`config.mk`:
```
export PLATFORM = sky130hd
export DESIGN_NAME = pose_repeat_window_detector_unit_flat
export DESIGN_NICKNAME = d
export VERILOG_FILES = /design/src/hdl/prwd_pkg.sv /design/src/hdl/prwd_if.sv /design/src/hdl/pose_repeat_window_detector_unit.sv /design/src/hdl/prwd_ram.sv /design/src/hdl/prwd_lane.sv /design/src/hdl/prwd_merge.sv /design/src/flat_wrapper.sv
export SDC_FILE = /design/constraint.sdc
export NUM_CORES = 2
export LEC_CHECK = 0
export BUFFER_PORTS_ARGS = -buffer_cell sky130_fd_sc_hd__buf_2
export CORE_MARGIN = 3
export CORE_UTILIZATION = 60
export DETAILED_ROUTE_END_ITERATION = 10
export PLACE_DENSITY_LB_ADDON = 0.15
export REMOVE_ABC_BUFFERS = 1
export SLEW_MARGIN = 10
export SYNTH_ARGS = -nofsm -noshare
export SYNTH_HDL_FRONTEND = slang
export SYNTH_SLANG_ARGS = --single-unit
```
`constraint.sdc`:
```
create_clock -name clk -period 46.9 [get_ports clk]
set_input_delay 0 -clock clk [delete_from_list [all_inputs] [get_ports clk]]
set_output_delay 0 -clock clk [all_outputs]
set_load 0.005 [all_outputs]
```
`src/hdl/prwd_pkg.sv`:
```
// shared types and constants of the pose repeat window detector
// no dependencies; compiled first
package prwd_pkg;

  // pose component format and count
  localparam int DATA_W = 32;
  localparam int COMP_N = 6;

  // default window depth
  localparam int DEFAULT_DEPTH = 8;

  // drain cycles after the scan ends, until the last hit reaches the accumulator
  localparam int DRAIN_CYC = 3;
  localparam int DRAIN_W   = $clog2(DRAIN_CYC);

  // sequencer states
  typedef enum logic [1:0] {
    ST_IDLE,
    ST_SCAN,
    ST_DRAIN,
    ST_DONE
  } state_t;

  // compare result handed from the merge stage to the sequencer
  typedef struct packed {
    logic hit_valid;
    logic hit;
  } merge_status_t;

endpackage

```
`src/hdl/prwd_if.sv`:
```
// handshake channels of the pose repeat window detector
// depends on prwd_pkg
interface prwd_pose_if import prwd_pkg::*; ();
  logic              valid;
  logic              ready;
  logic [DATA_W-1:0] roll;
  logic [DATA_W-1:0] pitch;
  logic [DATA_W-1:0] yaw;
  logic [DATA_W-1:0] pos_x;
  logic [DATA_W-1:0] pos_y;
  logic [DATA_W-1:0] pos_z;

  modport source (output valid, roll, pitch, yaw, pos_x, pos_y, pos_z, input ready);
  modport sink (input valid, roll, pitch, yaw, pos_x, pos_y, pos_z, output ready);
endinterface

interface prwd_stop_if;
  logic valid;
  logic ready;
  logic stop;

  modport source (output valid, stop, input ready);
  modport sink (input valid, stop, output ready);
endinterface

```
`src/hdl/pose_repeat_window_detector_unit.sv`:
```
// top level of the pose repeat window detector
// depends on prwd_pkg, prwd_if, prwd_lane and prwd_merge
//
// Usage:
//   pose    - input channel, one six-component Q16.16 pose per item
//   result  - output channel, one stop flag per item
//   cfg_wr_en / cfg_wr_data - write of change_limit, taken on any edge with
//             cfg_wr_en high; write only while the block is idle
// Each pose is compared with the stored window, one stored pose per cycle:
// six lanes form the component differences in parallel and the merge stage
// sums and compares them. The time from accept to result grows with the fill
// count, since the scan reads the stored poses from the window ram in turn.
// One item is in work at a time: the next pose is taken only once the last
// one's result has been written.
// After the compare the pose is written to the window in ring order.
// Reset empties the window (fill count zero) and clears change_limit.
// The result waits in an output register; a new pose is accepted meanwhile,
// and its scan runs, but it finishes only once the waiting result is taken.
module pose_repeat_window_detector_unit import prwd_pkg::*; #(
  parameter int DEPTH = DEFAULT_DEPTH
) (
  input  logic              clk,
  input  logic              rst,
  prwd_pose_if.sink         pose,
  prwd_stop_if.source       result,
  input  logic              cfg_wr_en,
  input  logic [DATA_W-1:0] cfg_wr_data
);

  localparam int AW = (DEPTH > 1) ? $clog2(DEPTH) : 1;
  localparam int CW = $clog2(DEPTH + 1);

  state_t              state;
  state_t              state_next;
  logic [DATA_W-1:0]   change_limit;
  logic [DATA_W-1:0]   comp [COMP_N];
  logic [CW-1:0]       fill_count;
  logic [CW-1:0]       scan_idx;
  logic [AW-1:0]       wr_pos;
  logic [DRAIN_W-1:0]  drain_cnt;
  logic                hit_acc;
  logic                out_valid;
  logic                out_stop;

  logic                accept;
  logic                rd_en;
  logic                wr_en;
  logic                scan_start;
  logic                drain_start;

  logic [COMP_N-1:0]   lane_valid;
  logic [DATA_W-1:0]   mag [COMP_N];
  merge_status_t       merge_status;

  assign accept        = pose.valid && pose.ready;
  assign pose.ready    = (state == ST_IDLE);
  assign result.valid  = out_valid;
  assign result.stop   = out_stop;

  // limit register
  always_ff @(posedge clk) begin
    if (rst) begin
      change_limit <= '0;
    end else if (cfg_wr_en) begin
      change_limit <= cfg_wr_data;
    end
  end

  // sequencer state register
  always_ff @(posedge clk) begin
    if (rst) begin
      state <= ST_IDLE;
    end else begin
      state <= state_next;
    end
  end

  // sequencer next state and strobes
  always_comb begin
    state_next  = state;
    rd_en       = 1'b0;
    wr_en       = 1'b0;
    scan_start  = 1'b0;
    drain_start = 1'b0;
    unique case (state)
      ST_IDLE: begin
        if (accept) begin
          scan_start = 1'b1;
          state_next = ST_SCAN;
        end
      end
      ST_SCAN: begin
        if (scan_idx < fill_count) begin
          rd_en = 1'b1;
        end else begin
          drain_start = 1'b1;
          state_next  = ST_DRAIN;
        end
      end
      ST_DRAIN: begin
        if (drain_cnt == DRAIN_W'(DRAIN_CYC - 1)) begin
          state_next = ST_DONE;
        end
      end
      ST_DONE: begin
        if (!out_valid || result.ready) begin
          wr_en      = 1'b1;
          state_next = ST_IDLE;
        end
      end
      default: begin
        state_next = ST_IDLE;
      end
    endcase
  end

  // latched pose, held through the scan and the write
  always_ff @(posedge clk) begin
    if (accept) begin
      comp[0] <= pose.roll;
      comp[1] <= pose.pitch;
      comp[2] <= pose.yaw;
      comp[3] <= pose.pos_x;
      comp[4] <= pose.pos_y;
      comp[5] <= pose.pos_z;
    end
  end

  // scan index, drain counter and hit accumulation
  always_ff @(posedge clk) begin
    if (rst) begin
      scan_idx  <= '0;
      drain_cnt <= '0;
      hit_acc   <= 1'b0;
    end else begin
      if (scan_start) begin
        scan_idx <= '0;
      end else if (rd_en) begin
        scan_idx <= scan_idx + CW'(1);
      end
      if (drain_start) begin
        drain_cnt <= '0;
      end else if (state == ST_DRAIN) begin
        drain_cnt <= drain_cnt + DRAIN_W'(1);
      end
      if (scan_start) begin
        hit_acc <= 1'b0;
      end else if (merge_status.hit_valid && merge_status.hit) begin
        hit_acc <= 1'b1;
      end
    end
  end

  // window ring position and fill count
  always_ff @(posedge clk) begin
    if (rst) begin
      wr_pos     <= '0;
      fill_count <= '0;
    end else if (wr_en) begin
      wr_pos <= (wr_pos == AW'(DEPTH - 1)) ? '0 : wr_pos + AW'(1);
      if (fill_count < CW'(DEPTH)) begin
        fill_count <= fill_count + CW'(1);
      end
    end
  end

  // output register
  always_ff @(posedge clk) begin
    if (rst) begin
      out_valid <= 1'b0;
    end else if (wr_en) begin
      out_valid <= 1'b1;
    end else if (result.ready) begin
      out_valid <= 1'b0;
    end
  end

  always_ff @(posedge clk) begin
    if (wr_en) begin
      out_stop <= hit_acc;
    end
  end

  // one lane per pose component
  for (genvar g = 0; g < COMP_N; g++) begin : g_lane
    prwd_lane #(
      .DEPTH(DEPTH)
    ) u_lane (
      .clk      (clk),
      .rst      (rst),
      .wr_en    (wr_en),
      .wr_addr  (wr_pos),
      .wr_data  (comp[g]),
      .rd_en    (rd_en),
      .rd_addr  (scan_idx[AW-1:0]),
      .comp     (comp[g]),
      .mag_valid(lane_valid[g]),
      .mag      (mag[g])
    );
  end

  // sum, saturate and compare
  prwd_merge u_merge (
    .clk         (clk),
    .rst         (rst),
    .lane_valid  (lane_valid),
    .mag         (mag),
    .change_limit(change_limit),
    .status      (merge_status)
  );

  // window never holds more than its depth
  a_fill_bound: assert property (@(posedge clk) disable iff (rst)
    fill_count <= CW'(DEPTH))
    else $error("fill count beyond window depth");

  // only written entries are read
  a_read_written: assert property (@(posedge clk) disable iff (rst)
    rd_en |-> scan_idx < fill_count)
    else $error("read of an entry beyond the fill count");

  // the new pose is stored only after every compare has landed
  a_write_after_drain: assert property (@(posedge clk) disable iff (rst)
    wr_en |-> !merge_status.hit_valid && !(|lane_valid))
    else $error("window write while compares still in flight");

  // a result is never overwritten before it is taken
  a_no_overwrite: assert property (@(posedge clk) disable iff (rst)
    wr_en && out_valid |-> result.ready)
    else $error("pending result overwritten");

  // an accepted pose starts a scan from the first entry
  a_scan_start: assert property (@(posedge clk) disable iff (rst)
    accept |=> state == ST_SCAN && scan_idx == '0)
    else $error("scan did not start after accept");

endmodule

```
`src/hdl/prwd_ram.sv`:
```
// generic single-write, single-read ram with registered read data
// no dependencies
module prwd_ram #(
  parameter int WIDTH = 32,
  parameter int DEPTH = 8,
  localparam int AW = (DEPTH > 1) ? $clog2(DEPTH) : 1
) (
  input  logic             clk,
  input  logic             wr_en,
  input  logic [AW-1:0]    wr_addr,
  input  logic [WIDTH-1:0] wr_data,
  input  logic             rd_en,
  input  logic [AW-1:0]    rd_addr,
  output logic [WIDTH-1:0] rd_data
);

  logic [WIDTH-1:0] mem [DEPTH];

  // write port
  always_ff @(posedge clk) begin
    if (wr_en) begin
      mem[wr_addr] <= wr_data;
    end
  end

  // registered read port
  always_ff @(posedge clk) begin
    if (rd_en) begin
      rd_data <= mem[rd_addr];
    end
  end

endmodule

```
`src/hdl/prwd_lane.sv`:
```
// one component lane: history ram and absolute difference against the new pose
// depends on prwd_pkg and prwd_ram
module prwd_lane import prwd_pkg::*; #(
  parameter int DEPTH = DEFAULT_DEPTH,
  localparam int AW = (DEPTH > 1) ? $clog2(DEPTH) : 1
) (
  input  logic              clk,
  input  logic              rst,
  input  logic              wr_en,
  input  logic [AW-1:0]     wr_addr,
  input  logic [DATA_W-1:0] wr_data,
  input  logic              rd_en,
  input  logic [AW-1:0]     rd_addr,
  input  logic [DATA_W-1:0] comp,
  output logic              mag_valid,
  output logic [DATA_W-1:0] mag
);

  logic [DATA_W-1:0] hist;
  logic              rd_valid;
  logic [DATA_W:0]   diff;
  logic [DATA_W:0]   diff_neg;

  prwd_ram #(
    .WIDTH(DATA_W),
    .DEPTH(DEPTH)
  ) u_ram (
    .clk    (clk),
    .wr_en  (wr_en),
    .wr_addr(wr_addr),
    .wr_data(wr_data),
    .rd_en  (rd_en),
    .rd_addr(rd_addr),
    .rd_data(hist)
  );

  // exact signed difference, magnitude always fits in DATA_W bits
  always_comb begin
    diff     = {comp[DATA_W-1], comp} - {hist[DATA_W-1], hist};
    diff_neg = (DATA_W+1)'(0) - diff;
  end

  // valid tracking of the read and magnitude stages
  always_ff @(posedge clk) begin
    if (rst) begin
      rd_valid  <= 1'b0;
      mag_valid <= 1'b0;
    end else begin
      rd_valid  <= rd_en;
      mag_valid <= rd_valid;
    end
  end

  // magnitude register
  always_ff @(posedge clk) begin
    if (rd_valid) begin
      mag <= diff[DATA_W] ? diff_neg[DATA_W-1:0] : diff[DATA_W-1:0];
    end
  end

endmodule

```
`src/hdl/prwd_merge.sv`:
```
// merge stage: sums the lane magnitudes with saturation and compares to the limit
// depends on prwd_pkg
module prwd_merge import prwd_pkg::*; (
  input  logic                clk,
  input  logic                rst,
  input  logic [COMP_N-1:0]   lane_valid,
  input  logic [DATA_W-1:0]   mag [COMP_N],
  input  logic [DATA_W-1:0]   change_limit,
  output merge_status_t       status
);

  localparam int PAIR_N = COMP_N / 2;
  localparam int SUM_W  = DATA_W + 3;

  logic [DATA_W:0]   pair_sum [PAIR_N];
  logic              pair_valid;
  logic [SUM_W-1:0]  total;
  logic [DATA_W-1:0] capped;

  // first level: pairwise sums
  always_ff @(posedge clk) begin
    for (int i = 0; i < PAIR_N; i++) begin
      pair_sum[i] <= {1'b0, mag[2*i]} + {1'b0, mag[2*i+1]};
    end
  end

  // second level: total, saturate, compare
  always_comb begin
    total = '0;
    for (int i = 0; i < PAIR_N; i++) begin
      total = total + SUM_W'(pair_sum[i]);
    end
    capped = (|total[SUM_W-1:DATA_W]) ? '1 : total[DATA_W-1:0];
  end

  always_ff @(posedge clk) begin
    if (rst) begin
      pair_valid <= 1'b0;
      status     <= '0;
    end else begin
      pair_valid       <= &lane_valid;
      status.hit_valid <= pair_valid;
      status.hit       <= (capped <= change_limit);
    end
  end

endmodule

```
`src/flat_wrapper.sv`:
```
// flat-port wrapper written by rule: the top's interface ports become plain ports
module pose_repeat_window_detector_unit_flat import prwd_pkg::*;
#(
  parameter int DEPTH = DEFAULT_DEPTH
)
  (clk, rst, cfg_wr_en, cfg_wr_data, pose_valid, pose_roll, pose_pitch, pose_yaw, pose_pos_x, pose_pos_y, pose_pos_z, pose_ready, result_valid, result_stop, result_ready);
  prwd_pose_if pose_i ();
  prwd_stop_if result_i ();
  input  logic clk;
  input  logic rst;
  input  logic cfg_wr_en;
  input  logic [DATA_W-1:0] cfg_wr_data;
  input wire logic [$bits(pose_i.valid)-1:0] pose_valid;
  input wire logic [$bits(pose_i.roll)-1:0] pose_roll;
  input wire logic [$bits(pose_i.pitch)-1:0] pose_pitch;
  input wire logic [$bits(pose_i.yaw)-1:0] pose_yaw;
  input wire logic [$bits(pose_i.pos_x)-1:0] pose_pos_x;
  input wire logic [$bits(pose_i.pos_y)-1:0] pose_pos_y;
  input wire logic [$bits(pose_i.pos_z)-1:0] pose_pos_z;
  output wire logic [$bits(pose_i.ready)-1:0] pose_ready;
  output wire logic [$bits(result_i.valid)-1:0] result_valid;
  output wire logic [$bits(result_i.stop)-1:0] result_stop;
  input wire logic [$bits(result_i.ready)-1:0] result_ready;
  assign pose_i.valid = pose_valid;
  assign pose_i.roll = pose_roll;
  assign pose_i.pitch = pose_pitch;
  assign pose_i.yaw = pose_yaw;
  assign pose_i.pos_x = pose_pos_x;
  assign pose_i.pos_y = pose_pos_y;
  assign pose_i.pos_z = pose_pos_z;
  assign pose_ready = pose_i.ready;
  assign result_valid = result_i.valid;
  assign result_stop = result_i.stop;
  assign result_i.ready = result_ready;
  pose_repeat_window_detector_unit #(.DEPTH(DEPTH)) u_core (.clk(clk), .rst(rst), .pose(pose_i), .result(result_i), .cfg_wr_en(cfg_wr_en), .cfg_wr_data(cfg_wr_data));
endmodule
```
After elaboration in Yosys (flattened, before gate mapping)
Memories as Yosys holds them, arrays and structs flattened. A register that Yosys moved wholly into a read port is not among the register bits.
Index checks and enable logic that the tools add are counted.
{"block": "word_totals", "word_cells": 98, "output_inout_bits": 3, "regBits": 247, "memories": 8, "inputBits": 229, "mem_bits_rw": 1827}
{"block": "op_classes", "n_reduce_logical": 11, "muxes": 26, "addsub": 21, "order_cmp": 3, "eq_ne": 9}
{"name": "u_core.g_lane[0].u_lane.u_ram.mem", "words": 8, "width": 32, "read_ports": 1, "rd_ports_with_merged_regs": 1, "wr": 1, "line": "prwd_ram.sv:17", "text": "logic [WIDTH-1:0] mem [DEPTH];"}
{"name": "u_core.g_lane[1].u_lane.u_ram.mem", "words": 8, "width": 32, "read_ports": 1, "rd_ports_with_merged_regs": 1, "wr": 1, "line": "prwd_ram.sv:17"}
{"name": "u_core.g_lane[2].u_lane.u_ram.mem", "words": 8, "width": 32, "read_ports": 1, "rd_ports_with_merged_regs": 1, "wr": 1, "line": "prwd_ram.sv:17"}
{"name": "u_core.g_lane[3].u_lane.u_ram.mem", "words": 8, "width": 32, "read_ports": 1, "rd_ports_with_merged_regs": 1, "wr": 1, "line": "prwd_ram.sv:17"}
{"name": "u_core.g_lane[4].u_lane.u_ram.mem", "words": 8, "width": 32, "read_ports": 1, "rd_ports_with_merged_regs": 1, "wr": 1, "line": "prwd_ram.sv:17"}
{"name": "u_core.g_lane[5].u_lane.u_ram.mem", "words": 8, "width": 32, "read_ports": 1, "rd_ports_with_merged_regs": 1, "wr": 1, "line": "prwd_ram.sv:17"}
{"name": "+2 memories"}
{"cell": "$mux 32", "n": 7}
{"cell": "$sub 32x32->33", "n": 6}
{"cell": "$sub 1x32->32 const A", "n": 6}
{"cell": "$add 32x32->33", "n": 3}
{"cell": "$add 34x33->35", "n": 1}
{"cell": "$add 33x33->34", "n": 1}
{"cell": "$le 32x32->1", "n": 1}
{"cell": "$mux 1", "n": 13}
{"cell": "$add 4x1->4 const B", "n": 2}
{"cell": "$mux 2", "n": 4}
{"cell": "$pmux 2 s4", "n": 1}
{"cell": "$eq 2x2->1 const B", "n": 3}
{"cell": "$lt 4x4->1", "n": 1}
{"cell": "$lt 4x4->1 const B", "n": 1}
{"cell": "$ne 2x1->1 const B", "n": 2}
{"cell": "$ne 2x2->1 const B", "n": 2}
{"cell": "$reduce_and 4->1", "n": 1}
{"cell": "$reduce_or 2->1", "n": 2}
{"cell": "$add 3x1->3 const B", "n": 1}
{"cell": "$eq 3x3->1 const B", "n": 1}
{"cell": "$mux 3", "n": 1}
{"cell": "$reduce_or 3->1", "n": 1}
{"cell": "$add 2x1->2 const B", "n": 1}
{"cell": "$eq 2x1->1 const B", "n": 1}
{"cell": "6 further kinds", "n": 7}

Longest topological paths before layout
{"block": "logic_depth", "word_depth": 6, "mapped_depth": 29, "mapped_depth_nobuf": 28}

Hierarchy
From an unflattened synthesis, not the netlist that was laid out.
{"block": "unflattened", "hier_cells": 6901, "area_unflattened_um2": 106554.7}
{"mod": "prwd_ram", "seq_area_each_um2": 8648.3, "cells_each": 415, "area_per_inst_um2": 10786.6, "n_inst": 6}
{"mod": "prwd_lane at u_core.g_lane[0].u_lane ...", "seq_area_each_um2": 1001.0, "cells_each": 485, "area_per_inst_um2": 4080.2, "n_inst": 5}
{"mod": "prwd_merge", "seq_area_each_um2": 2042.0, "cells_each": 1120, "area_per_inst_um2": 9799.4, "n_inst": 1}
{"mod": "pose_repeat_window_detector_unit", "seq_area_each_um2": 6776.5, "cells_each": 394, "area_per_inst_um2": 7827.5, "n_inst": 1}
{"mod": "prwd_lane at u_core.g_lane[1].u_lane", "seq_area_each_um2": 1001.0, "cells_each": 472, "area_per_inst_um2": 3807.4, "n_inst": 1}

Worst setup path before layout
Ideal clock, no wire load.
{"block": "synth_path", "kind": "register -> register", "start": "reg u_core.state[0]", "end": "mem u_core.g_lane[0].u_lane.u_ram.mem[0][0], enable pin", "required_time_ns": 45.687, "stages_incl_launch_ff": 5, "path_slack_ns": 26.832, "path_buffers": 1, "synth_period_minus_slack_ns": 20.068, "arrival_ns": 18.855, "setup_time_ns": 1.213, "path_cell_list": "dfxtp_1 ha_1 nand2_1 clkbuf_1 nor4_1"}
{"block": "synth_between", "elab_chain_len": 4}
{"item": "from (decl)", "line": "pose_repeat_window_detector_unit.sv:33", "text": "state_t state;"}
{"item": "from (signal assigned)", "line": "pose_repeat_window_detector_unit.sv:74", "text": "state <= state_next;"}
{"item": "$eq 2x2->1", "line": "pose_repeat_window_detector_unit.sv:85", "text": "unique case (state)"}
{"item": "$mux 1", "line": "pose_repeat_window_detector_unit.sv:85"}
{"item": "$mux 1", "line": "prwd_ram.sv:21", "text": "if (wr_en) begin"}
{"item": "$mux 1 (implied by the code)", "line": "prwd_ram.sv:22", "text": "mem[wr_addr] <= wr_data;"}
{"item": "to (decl)", "line": "prwd_ram.sv:17"}
No other way between the ends.

==> impl_metrics.tcl <==
set metrics [dict create \
    final_area_sq_mm 0.118 \
    p_per_area_mw_per_mm2 42.9 \
    leakage_nw 41.4 \
    setup-violations-final 0 \
    path_clk_slew_ns 0.06 \
    yosysWarnings 0 \
    die_w_um 419 \
    ios 232 \
    min_period_ns 6.19 \
    fillerInstances 11000 \
    grt_usage 0.274 \
    nNetsFinal 8049 \
    status "finished, final reports clean" \
    port_buffers 231 \
    max_cap_violations 0 \
    rsz0062_at_grt "false" \
    crit_type "reg2reg" \
    drive_gt1_frac 0.168 \
    clk_path_buf_depth 3 \
    netlist_area_sq_mm 0.103 \
    drc 0 \
    relSlewSlack 0.180 \
    areaGrowthSynthToFinish_pct 15.6 \
    cts_max_level 4 \
    synth-main-ff-cell "edfxtp_1" \
    cts_buffers 219 \
    hold_class "in2reg" \
    hpwl_um 146000 \
    synth_edf_count 2113 \
    grt_pass1_vias 60600 \
    syn_area_per_cell_sq_um 15.6 \
    required_ns 47.69 \
    netlist_instances 6578 \
    placed_area_sq_mm 0.106 \
    cts_tree "yes" \
    dr.pass1.iters 8 \
    cts_resized 0 \
    die_h_um 419 \
    drt_wl_total_um 239000 \
    start_kind "flop" \
    period_share 0.132 \
    finalSetupTns_ns 0 \
    end_kind "flop" \
    ys_seq_area_frac 0.649 \
    root_buffer "clkbuf_16" \
    critPathArrivalTime_ns 6.98 \
    antenna_found_initial 4 \
    num_rows 151 \
    ir_drop_v 0.0000347 \
    initialDrtViolationCount 6155 \
    synth-seq-cells 2266 \
    dieArea_sq_mm 0.176 \
    synth_cell_type_count 98 \
    globalRouteOverflowTotal 0 \
    core_sq_mm 0.170 \
    initial_utilization 0.604 \
    worstPathMaxFanout 31 \
    grt_max_degree 123 \
    fin_worst_skew_ns 0.0325 \
    gp_congestion 0.915 \
    async_flop_share 0 \
    cts.sinks 2266 \
    holdWs_ns 0.312 \
    tightest_slew_ns 1.23 \
    num_vias 60500 \
    maxSlewViolCount 0 \
    finalHoldViolations 0 \
    antenna_left 0 \
    wl_per_cell_um 24.4 \
    max_freq_mhz 162 \
    clk_latency_ns 0.86 \
    routed_via_density 6.16 \
    grt_pass1_wl_um 365000 \
]
## synthesized netlist by cell type, drive strengths merged (12+ instances only)
| library cell | n | area (sq um) |
|---|---|---|
| nand4 | 47 | 294 |
| mux2i | 41 | 410 |
| a31oi | 54 | 344 |
| a211o | 21 | 184 |
| and2 | 37 | 231 |
| a2111oi | 13 | 158 |
| nor3 | 92 | 460 |
| xor2 | 133 | 1160 |
| o21bai | 50 | 375 |
| or2 | 19 | 119 |
| buf | 52 | 213 |
| nor3b | 14 | 105 |
| o21ai | 205 | 1030 |
| a31o | 14 | 123 |
| clkbuf | 141 | 532 |
| dfxtp | 153 | 3060 |
| o31a | 14 | 123 |
| o2111ai | 14 | 123 |
| inv | 388 | 1460 |
| or3 | 39 | 254 |
| o31ai | 35 | 273 |
| and4 | 15 | 134 |
| nand2b | 59 | 369 |
| nand2 | 270 | 1010 |
| a21boi | 12 | 90.1 |
| a21oi | 303 | 1530 |
| o41ai | 12 | 120 |
| and3 | 58 | 363 |
| ha | 370 | 4630 |
| a211oi | 48 | 370 |
| o21a | 50 | 375 |
| o211ai | 32 | 240 |
| nand3 | 91 | 455 |
| edfxtp | 2113 | 63500 |
| or4 | 16 | 124 |
| fa | 43 | 861 |
| xnor2 | 271 | 2370 |
| mux2 | 198 | 2230 |
| nor2 | 267 | 1000 |
| mux4 | 384 | 8650 |
| nor2b | 51 | 319 |
| nor4 | 30 | 218 |
| a21o | 158 | 1190 |
| a311oi | 13 | 114 |
## registers in the layout, indices dropped and copies added (netlist names), 2 cells and up
signal,cells
u_core.g_lane.u_lane.u_ram.mem,1536
u_core.comp,192
u_core.g_lane.u_lane.mag,192
u_core.g_lane.u_lane.u_ram.rd_data,192
u_core.u_merge.pair_sum,99
u_core.change_limit,32
u_core.fill_count,4
u_core.scan_idx,4
u_core.wr_pos,3
u_core.drain_cnt,2
u_core.state,2
u_core.u_merge.status,2
## layout by cell type (no fill, tap or decap), drive strengths merged, types with 133 or more instances in the layout
cell type / synthesis / layout
edfxtp: 2113 / 2113
dlygate4sd3: 0 / 511
inv: 388 / 399
mux4: 384 / 384
ha: 370 / 370
a21oi: 303 / 303
buf: 52 / 290
xnor2: 271 / 271
clkbuf: 141 / 271
nand2: 270 / 270
nor2: 267 / 267
o21ai: 205 / 205
mux2: 198 / 198
a21o: 158 / 158
dfxtp: 153 / 153
xor2: 133 / 133
## cell families after synthesis
group,after synthesis,synth area share
flops,2266,0.649
compound gates,1153,0.0754
simple gates,1137,0.0561
mux,623,0.110
buf+inv,581,0.0215
fa+ha+maj,413,0.0535
xor+xnor,405,0.0347
## through the flow
stage | setup WS (ns) | power (W) | instances | utilization
after detailed placement | 40.71 | 0.00336 | 8893 | 0.627
after global routing | 40.11 | 0.00529 | 9815 | 0.698
after global placement | 40.76 | 0.00334 | 8893 | 0.627
after floorplan | 26.84 | 0.00314 | 6385 | -
after CTS | 40.69 | 0.00510 | 9814 | 0.698
final | 40.71 | 0.00508 | 9816 | 0.698
## cell type report
cell class / instances / area, sq um / area share
Timing Repair Buffer: 801 / 6840 / 0.0577
Multi-Input combinational cell: 3731 / 33900 / 0.286
Sequential cell: 2266 / 66500 / 0.561
Clock buffer: 271 / 5810 / 0.0490
Inverter: 388 / 1460 / 0.0123
Clock inverter: 139 / 1200 / 0.0101
Antenna cell: 2 / 5.00 / 0.0000422
Tap cell: 2218 / 2780 / 0.0234
## critical path: stages, from the launching register on
cell and delay (ns):
dfxtp_1 0.32, fa_1 0.53, ha_1 0.31, a21o_1 0.17, a21oi_1 0.21, o21bai_1 0.11, a2111oi_0 0.57, o41ai_1 0.27
a211oi_1 0.50, a21oi_1 0.17, a22oi_1 0.32, a22oi_1 0.14, a21oi_2 0.14, buf_4 0.29, nand2b_1 0.11, ha_1 0.30
nor2b_1 0.13, o21a_1 0.16, o21a_1 0.16, o21a_1 0.16, o21a_1 0.16, o21a_1 0.17, o21a_1 0.16, o21ai_0 0.14
nand2_1 0.08, a211oi_1 0.24, a31o_2 0.13
## where the power goes
group          internal, W  switching, W  leakage, nW
combinational     0.000365      0.000530         17.6
sequential         0.00238     0.0000933         20.4
clock             0.000946      0.000765         3.41
total              0.00369       0.00139         41.4
## repair_timing
action                                 CTS  global route
hold buffers                           511             0
endpoints found under the hold margin  263             0
setup buffers                            0             0
## final timing paths
path	from	to	slack, ns	depth (start not counted)
worst max-delay path	u_core.u_merge.pair_sum[0][2]	u_core.u_merge.status[0]	40.71	26
worst min-delay path	rst	u_core.wr_pos[1]	0.31	4
worst max register to register	u_core.u_merge.pair_sum[0][2]	u_core.u_merge.status[0]	40.71	26
worst min register to register	u_core.g_lane[0].u_lane.mag_valid	u_core.u_merge.pair_valid	0.44	1
## routing by layer
metal | GRT usage | vias up | wire length [um]
met4 | 0.0820 | 4 | 6770
met1 | 0.409 | 30800 | 106000
met5 | 0 | - | 28
li1 | - | 27300 | -
met2 | 0.429 | 2070 | 112000
met3 | 0.0362 | 347 | 14500
Power figures use the tool's default switching activity.
